### config.mk
export PLATFORM = sky130hd
export DESIGN_NAME = seven_segment_scan_shift_driver
export DESIGN_NICKNAME = d
export VERILOG_FILES = /design/src/rtl/sssd_pkg.sv /design/src/rtl/sssd_front.sv /design/src/rtl/sssd_fifo.sv /design/src/rtl/sssd_shifter.sv /design/src/rtl/seven_segment_scan_shift_driver.sv
export VERILOG_INCLUDE_DIRS = /design/src /design/src/rtl
export SDC_FILE = /design/constraint.sdc
export NUM_CORES = 1
export LEC_CHECK = 0
export ABC_AREA = 1
export BUFFER_PORTS_ARGS = -buffer_cell sky130_fd_sc_hd__clkbuf_2
export CORE_MARGIN = 4
export CORE_UTILIZATION = 50
export CTS_CLUSTER_SIZE = 12
export DETAILED_ROUTE_END_ITERATION = 12
export GPL_TIMING_DRIVEN = 0
export PLACE_DENSITY = 0.66
export SKIP_CTS_REPAIR_TIMING = 1
export SYNTH_ARGS = -nofsm -noshare
export SYNTH_HDL_FRONTEND = slang
export SYNTH_HIERARCHICAL = 1
export SYNTH_SLANG_ARGS = --single-unit
### constraint.sdc
create_clock -name aclk -period 2.4 [get_ports aclk]
set_input_delay 0.12 -clock aclk [delete_from_list [all_inputs] [get_ports aclk]]
set_output_delay 0.12 -clock aclk [all_outputs]
set_load 0.01 [all_outputs]
### src/rtl/seven_segment_scan_shift_driver_assert.svh
// assertion macros shared by the display driver rtl
// no dependencies; define NO_ASSERTIONS to compile them away
`ifndef SEVEN_SEGMENT_SCAN_SHIFT_DRIVER_ASSERT_SVH
`define SEVEN_SEGMENT_SCAN_SHIFT_DRIVER_ASSERT_SVH

`ifndef NO_ASSERTIONS

// checked only while out of reset
`define SSSD_ASSERT(label, clk, rstn, prop) \
    label: assert property (@(posedge clk) disable iff (!(rstn)) prop) \
        else $error("sssd assertion failed");

// checked on every edge, reset included
`define SSSD_ASSERT_ALWAYS(label, clk, prop) \
    label: assert property (@(posedge clk) prop) \
        else $error("sssd assertion failed");

`else

`define SSSD_ASSERT(label, clk, rstn, prop)
`define SSSD_ASSERT_ALWAYS(label, clk, prop)

`endif

`endif

### src/rtl/sssd_pkg.sv
// shared types, constants and the segment decoder of the display driver
// no dependencies
package sssd_pkg;

    localparam int DIGITS_DEF = 8;
    localparam int IDX_W      = 3;
    localparam int VAL_W      = 8;
    localparam int SEG_W      = 8;
    localparam int WORD_W     = 2 * SEG_W;
    localparam int CNT_W      = $clog2(WORD_W);
    localparam logic [CNT_W-1:0] LAST_BIT = CNT_W'(WORD_W - 1);

    localparam int FIFO_DEPTH = 2;
    localparam int FIFO_AW    = $clog2(FIFO_DEPTH);

    localparam logic [VAL_W-1:0] BLANK_VALUE = 8'd128;
    localparam logic [SEG_W-1:0] POINT_MASK  = 8'b1000_0000;

    localparam logic OP_WRITE = 1'b0;
    localparam logic OP_SCAN  = 1'b1;

    typedef struct packed {
        logic full;
        logic empty;
    } q_stat_t;

    // segment pattern for one digit, bit 7 is the decimal point
    function automatic logic [SEG_W-1:0] seg_decode(input logic [VAL_W-1:0] value,
                                                     input logic point);
        logic [SEG_W-1:0] seg;
        unique case (value)
            8'd0:    seg = 8'b0011_1111;
            8'd1:    seg = 8'b0000_0110;
            8'd2:    seg = 8'b0101_1011;
            8'd3:    seg = 8'b0100_1111;
            8'd4:    seg = 8'b0110_0110;
            8'd5:    seg = 8'b0110_1101;
            8'd6:    seg = 8'b0111_1101;
            8'd7:    seg = 8'b0000_0111;
            8'd8:    seg = 8'b0111_1111;
            8'd9:    seg = 8'b0110_1111;
            default: seg = '0;
        endcase
        if (point) begin
            seg = seg | POINT_MASK;
        end
        return seg;
    endfunction

endpackage

### src/rtl/sssd_front.sv
// front end: takes requests, keeps the digit store and scan pointer,
// and turns each scan tick into a 16-bit frame for the queue; uses sssd_pkg
module sssd_front #(
    parameter int DIGITS = sssd_pkg::DIGITS_DEF
) (
    input  logic                          aclk,
    input  logic                          aresetn,
    input  logic                          s_valid,
    output logic                          s_ready,
    input  logic                          s_operation,
    input  logic [sssd_pkg::IDX_W-1:0]    s_digit_index,
    input  logic [sssd_pkg::VAL_W-1:0]    s_digit_value,
    input  logic                          s_point_on,
    input  sssd_pkg::q_stat_t             q_stat,
    output logic                          push,
    output logic [sssd_pkg::WORD_W-1:0]   push_word
);
    import sssd_pkg::*;

    localparam int PTR_W = $clog2(DIGITS);
    localparam logic [IDX_W:0]   DIGITS_L = (IDX_W + 1)'(DIGITS);
    localparam logic [PTR_W-1:0] PTR_LAST = PTR_W'(DIGITS - 1);

    logic [VAL_W-1:0] val_reg [DIGITS];
    logic [DIGITS-1:0] pt_reg;
    logic [PTR_W-1:0] ptr_reg, ptr_next;

    logic             accept;
    logic             wr_en;
    logic [PTR_W-1:0] wr_idx;
    logic [SEG_W-1:0] seg;
    logic [SEG_W-1:0] sel;

    assign s_ready = !q_stat.full;
    assign accept  = s_valid && s_ready;
    // writes past the digit count are dropped
    assign wr_en   = accept && (s_operation == OP_WRITE) && ({1'b0, s_digit_index} < DIGITS_L);
    assign wr_idx  = s_digit_index[PTR_W-1:0];
    assign push    = accept && (s_operation == OP_SCAN);

    assign seg       = seg_decode(val_reg[ptr_reg], pt_reg[ptr_reg]);
    assign sel       = SEG_W'(1) << ptr_reg;
    assign push_word = {sel, ~seg};

    assign ptr_next = (ptr_reg == PTR_LAST) ? '0 : ptr_reg + PTR_W'(1);

    always_ff @(posedge aclk) begin
        if (!aresetn) begin
            for (int i = 0; i < DIGITS; i++) begin
                val_reg[i] <= BLANK_VALUE;
            end
            pt_reg  <= '0;
            ptr_reg <= '0;
        end else begin
            if (wr_en) begin
                val_reg[wr_idx] <= s_digit_value;
                pt_reg[wr_idx]  <= s_point_on;
            end
            if (push) begin
                ptr_reg <= ptr_next;
            end
        end
    end

endmodule

### src/rtl/sssd_fifo.sv
// short frame queue between the front end and the shifter
// uses sssd_pkg for widths and depth
module sssd_fifo (
    input  logic                        aclk,
    input  logic                        aresetn,
    input  logic                        push,
    input  logic [sssd_pkg::WORD_W-1:0] push_word,
    input  logic                        pop,
    output logic [sssd_pkg::WORD_W-1:0] pop_word,
    output sssd_pkg::q_stat_t           q_stat
);
    import sssd_pkg::*;

    logic [WORD_W-1:0]  mem_reg [FIFO_DEPTH];
    logic [FIFO_AW-1:0] wr_ptr_reg, rd_ptr_reg;
    logic [FIFO_AW:0]   cnt_reg, cnt_next;

    assign q_stat.full  = (cnt_reg == (FIFO_AW + 1)'(FIFO_DEPTH));
    assign q_stat.empty = (cnt_reg == '0);
    assign pop_word     = mem_reg[rd_ptr_reg];

    always_comb begin
        cnt_next = cnt_reg;
        if (push && !pop) begin
            cnt_next = cnt_reg + (FIFO_AW + 1)'(1);
        end else if (pop && !push) begin
            cnt_next = cnt_reg - (FIFO_AW + 1)'(1);
        end
    end

    always_ff @(posedge aclk) begin
        if (push) begin
            mem_reg[wr_ptr_reg] <= push_word;
        end
    end

    always_ff @(posedge aclk) begin
        if (!aresetn) begin
            wr_ptr_reg <= '0;
            rd_ptr_reg <= '0;
            cnt_reg    <= '0;
        end else begin
            if (push) begin
                wr_ptr_reg <= wr_ptr_reg + FIFO_AW'(1);
            end
            if (pop) begin
                rd_ptr_reg <= rd_ptr_reg + FIFO_AW'(1);
            end
            cnt_reg <= cnt_next;
        end
    end

endmodule

### src/rtl/sssd_shifter.sv
// back end: shifts each queued frame out msb first, one bit per request
// uses sssd_pkg
module sssd_shifter (
    input  logic                        aclk,
    input  logic                        aresetn,
    input  sssd_pkg::q_stat_t           q_stat,
    input  logic [sssd_pkg::WORD_W-1:0] pop_word,
    output logic                        pop,
    output logic                        m_valid,
    input  logic                        m_ready,
    output logic                        m_serial_bit,
    output logic                        m_latch_now
);
    import sssd_pkg::*;

    logic [WORD_W-1:0] word_reg;
    logic [CNT_W-1:0]  cnt_reg;
    logic              busy_reg;
    logic              take;
    logic              last_take;

    assign m_valid      = busy_reg;
    assign m_serial_bit = word_reg[WORD_W-1];
    assign m_latch_now  = (cnt_reg == LAST_BIT);

    assign take      = busy_reg && m_ready;
    assign last_take = take && (cnt_reg == LAST_BIT);
    // load the next frame when idle or as the latch bit leaves
    assign pop       = !q_stat.empty && (!busy_reg || last_take);

    always_ff @(posedge aclk) begin
        if (pop) begin
            word_reg <= pop_word;
        end else if (take) begin
            word_reg <= {word_reg[WORD_W-2:0], 1'b0};
        end
    end

    always_ff @(posedge aclk) begin
        if (!aresetn) begin
            busy_reg <= 1'b0;
            cnt_reg  <= '0;
        end else begin
            if (pop) begin
                busy_reg <= 1'b1;
                cnt_reg  <= '0;
            end else if (last_take) begin
                busy_reg <= 1'b0;
                cnt_reg  <= '0;
            end else if (take) begin
                cnt_reg <= cnt_reg + CNT_W'(1);
            end
        end
    end

endmodule

### src/rtl/seven_segment_scan_shift_driver.sv
// Eight-digit multiplexed seven-segment driver for a chain of serial shift registers.
// A write request (operation 0) sets the value and decimal point of one digit and
// produces nothing; writes to a position at or past DIGITS are dropped. A scan tick
// (operation 1) takes the digit under the scan pointer, decodes 0 to 9 to segments
// (anything else is blank, the point still lights), and emits 16 serial bits msb
// first: the one-hot digit select byte, then the inverted segment byte, with
// latch_now high on the last bit. The pointer then advances and wraps after the
// last digit. The shifter sends one bit per cycle while m_ready is high; a two-frame
// queue lets the front end take further requests while a frame is still shifting,
// and writes are absorbed while the queue has room.
// Depends on sssd_pkg, sssd_front, sssd_fifo, sssd_shifter and the assertion header.
`include "seven_segment_scan_shift_driver_assert.svh"

module seven_segment_scan_shift_driver #(
    parameter int DIGITS = sssd_pkg::DIGITS_DEF
) (
    input  logic                       aclk,
    input  logic                       aresetn,
    input  logic                       s_valid,
    output logic                       s_ready,
    input  logic                       s_operation,
    input  logic [sssd_pkg::IDX_W-1:0] s_digit_index,
    input  logic [sssd_pkg::VAL_W-1:0] s_digit_value,
    input  logic                       s_point_on,
    output logic                       m_valid,
    input  logic                       m_ready,
    output logic                       m_serial_bit,
    output logic                       m_latch_now
);
    import sssd_pkg::*;

    q_stat_t           q_stat;
    logic              push;
    logic              pop;
    logic [WORD_W-1:0] push_word;
    logic [WORD_W-1:0] pop_word;

    sssd_front #(
        .DIGITS (DIGITS)
    ) u_front (
        .aclk          (aclk),
        .aresetn       (aresetn),
        .s_valid       (s_valid),
        .s_ready       (s_ready),
        .s_operation   (s_operation),
        .s_digit_index (s_digit_index),
        .s_digit_value (s_digit_value),
        .s_point_on    (s_point_on),
        .q_stat        (q_stat),
        .push          (push),
        .push_word     (push_word)
    );

    sssd_fifo u_fifo (
        .aclk      (aclk),
        .aresetn   (aresetn),
        .push      (push),
        .push_word (push_word),
        .pop       (pop),
        .pop_word  (pop_word),
        .q_stat    (q_stat)
    );

    sssd_shifter u_shifter (
        .aclk         (aclk),
        .aresetn      (aresetn),
        .q_stat       (q_stat),
        .pop_word     (pop_word),
        .pop          (pop),
        .m_valid      (m_valid),
        .m_ready      (m_ready),
        .m_serial_bit (m_serial_bit),
        .m_latch_now  (m_latch_now)
    );

    // queue never written while full, never read while empty
    `SSSD_ASSERT(a_no_overflow, aclk, aresetn, !(push && q_stat.full))
    `SSSD_ASSERT(a_no_underflow, aclk, aresetn, !(pop && q_stat.empty))
    // output goes quiet after the latch bit when nothing is queued
    `SSSD_ASSERT(a_idle_after_latch, aclk, aresetn,
                 (m_valid && m_ready && m_latch_now && q_stat.empty) |=> !m_valid)
    `SSSD_ASSERT_ALWAYS(a_quiet_out_of_reset, aclk, !aresetn |=> !m_valid)

endmodule

==> qor.yml <==
antenna_found_initial: 0
grt_usage_pct: 18.1
tightest_slew_ns: 0.798
grt_overflow_total: 0
synth_area_um2: 6230
ys_seq_area_share_pct: 61.7
hold_start: "aresetn"
slew_headroom_pct: 46.4
crit_family: "simple AND/OR/NAND/NOR gates"
hpwlAfterDp_mm: 8.61
maxCapViolCount: 0
vias_per_cell: 5.07
detail_route.wl_per_cell_um: 14.6
max_freq_mhz: 452
drc: 0
grt_pass1_wl_mm: 19.9
insertion_delay_ns: 0.42
area_growth_syn_to_layout_pct: 14.3
startpoint_type: "flop"
syn_area_per_cell_um2: 10.3
core_area_um2: 12100
start_util_pct: 51.4
crit-reg2reg-launch: "u_fifo/cnt_reg[0]$_SDFFE_PN0P_"
clk_pin_slew_ns: 0.05
syn-num-nets: 634
synthArstFlopShare_pct: 0
p_switching_mw: 1.98
dr.pass1.iters: 6
drtIter0Drc: 222
fillers: 1034
grt_pass1_vias: 4165
swShare_pct: 28.3
internal_power_mw: 5.04
yosys.area.top_type_share_pct: 54.0
power_density_nw_per_um2: 986
critPathBufInv: 1
worstPathMaxFanout: 16
critPathMaxStageDelay_ns: 0.68
p_leak_nw: 2.93
largest_reg_flops: 64
postSynthCellCount: 604
vias: 4191
fin_skew_ns: 0.00451
slowest_stage: "nor3_1"
holdPathEnd: "u_fifo/wr_ptr_reg$_SDFFE_PN0P_"
worstHoldPathCells: 3
synth-seq-cells: 136
hold_ws_ns: 0.0140
synth_commonest_cells: "nand2_1 (124), edfxtp_1 (112), nor2_1 (96), nand3_1 (67), inv_1 (64)"
hold_path.class: "input port to flop"
drive_above_1_share_pct: 16.1
crit_path_end_kind: "flop"
worstPathCellList: "nor2_1, nor3_1, nand2_1, inv_1"
critPathKind: "flop to flop"
fin_crit_sh_pct: 92.2
wl_mm: 12.1
ios: 21
yosys-top-cells-area: "edfxtp_1 (54%), dfxtp_1 (7.7%), nand2_1 (7.5%), nor2_1 (5.8%), nand3_1 (5.4%)"
nNetsFinal: 675
drt.antenna.violating_nets: 0
cts.sinks: 136
cts_buffers: 17
seqPwrFrac_pct: 43.8
worst_ep_required_time_ns: 2.44
dieWidth_um: 120
synthFlopType: "edfxtp_1"
antenna_cells: 0
cts_tree: "built"
clock_power_share_pct: 34.1
dp.cells: 793
dieArea_um2: 14300
fp-row-count: 40
yosysUniqueCellTypes: 37
synth_enable_flop_cells: 112
die_h_um: 120
comb_power_share_pct: 22.1
ctsHtreeMaxLevel: 4
finalSetupViolCount: 0
yosysTopAreaCell: "edfxtp_1"
r2r_end: "u_fifo/mem_reg[1][14]$_DFFE_PP_"
stdcell_count: 826
status: "finished, final reports clean"
grt_max_degree: 17
rr_worst_depth: 4
place.gp.congestion: 0.851
final-hold-violation-count: 0
io_buffers: 20
clock_path_buffers: 2
final_util_pct: 58.8
cts-root-buf: "clkbuf_16"
worstPathArrival_ns: 2.26
yosys_warnings: 6
period_minus_slack_ns: 2.21
rsz0062_at_grt: "no"
yosysMostFrequentCell: "nand2_1"
r2r_slack_ns: 0.19
maxSlewViolCount: 0
peakVddDrop_mv: 0.573
## power groups by stage
stage	combinational (mW)	clock, mW	sequential, mW
after floorplan	1.17	0	3.10
after global placement	1.49	0	3.11
after detailed placement	1.54	0	3.12
after CTS	1.56	2.43	3.08
after global routing	1.74	2.56	3.11
final	1.55	2.39	3.08
## cell families after synthesis
| logic type | synth area share, % |
|---|---|
| multiplexers | 3.50 |
| XOR/XNOR | 0.281 |
| flip-flops | 61.7 |
| adder cells (fa/ha/maj) | 2.61 |
| AND/OR/NAND/NOR | 22.8 |
| AO/OA/AOI/OAI | 2.71 |
| buffers and inverters | 6.35 |
## placed cells by master (no fill, tap or decap), types with 2 or more instances in the layout
master      count
nand2_1       124
edfxtp_1      112
nor2_1         95
nand3_1        67
inv_1          64
dfxtp_1        24
clkbuf_2       20
clkbuf_16      17
ha_1           13
mux2_4         10
nand3_2         9
o21ai_1         9
nor3_1          9
o21ai_0         7
clkbuf_1        6
buf_6           6
mux2_2          6
a21oi_1         6
nand4_1         6
buf_2           6
inv_2           5
clkinv_2        4
nand2_2         4
clkinvlp_4      3
clkbuf_8        3
nand2_4         3
nor2_2          2
buf_4           2
## tightest hold or removal path: stages
cell	delay (ns)
clkbuf_2	0.14
nand2_1	0.08
nor2_1	0.03
## area by class of cell
| type | count | area [um^2] | area share (%) |
|---|---|---|---|
| plain buffers | 17 | 133 | 1.86 |
| multi-input cells | 381 | 1990 | 28.0 |
| clock buffers | 24 | 482 | 6.77 |
| repair buffers | 22 | 121 | 1.71 |
| well taps | 168 | 210 | 2.95 |
| clock inverters | 8 | 72.6 | 1.02 |
| flip-flops and latches | 136 | 3840 | 54.0 |
| inverters | 70 | 263 | 3.69 |
## per-stage QoR
stage / total power [mW] / TNS, ns / cell area (um^2) / setup WS [ns]
3_5_place_dp: 4.66 / -0.0807 / 6550 / -0.00960
2_1_floorplan: 4.27 / 0 / 6230 / 0.337
5_1_grt: 7.41 / 0 / 7120 / 0.00135
4_1_cts: 7.08 / -0.104 / 7100 / -0.0147
6_report: 7.02 / 0 / 7120 / 0.187
3_3_place_gp: 4.60 / -4.81 / 6540 / -0.302
## worst max path at each step
stage	startpoint	to	slack (ns)	cells after the start
after global placement	u_fifo/cnt_reg[0]$_SDFFE_PN0P_	u_fifo/mem_reg[0][3]$_DFFE_PP_	-0.30	4
after global routing	u_fifo/cnt_reg[0]$_SDFFE_PN0P_	u_fifo/mem_reg[1][14]$_DFFE_PP_	0.001	4
final	u_fifo/cnt_reg[0]$_SDFFE_PN0P_	u_fifo/mem_reg[1][14]$_DFFE_PP_	0.19	4
after floorplan	u_fifo/cnt_reg[0]$_SDFFE_PN0P_	u_fifo/mem_reg[0][0]$_DFFE_PP_	0.34	4
after CTS	u_fifo/cnt_reg[0]$_SDFFE_PN0P_	u_fifo/mem_reg[0][8]$_DFFE_PP_	-0.01	5
after detailed placement	u_fifo/cnt_reg[0]$_SDFFE_PN0P_	u_fifo/mem_reg[0][3]$_DFFE_PP_	-0.01	5
## routing by layer
| layer | share of wire (%) | vias up | GRT usage, % | wire [um] |
|---|---|---|---|---|
| met5 | 0 | - | 0 | 0 |
| met4 | 2.5 | 0 | 8.02 | 302 |
| met3 | 3.6 | 21 | 4.62 | 438 |
| met2 | 50 | 98 | 30.3 | 6030 |
| met1 | 44 | 1972 | 22.2 | 5320 |
| li1 | - | 2100 | - | - |
Power figures use the tool's default switching activity.
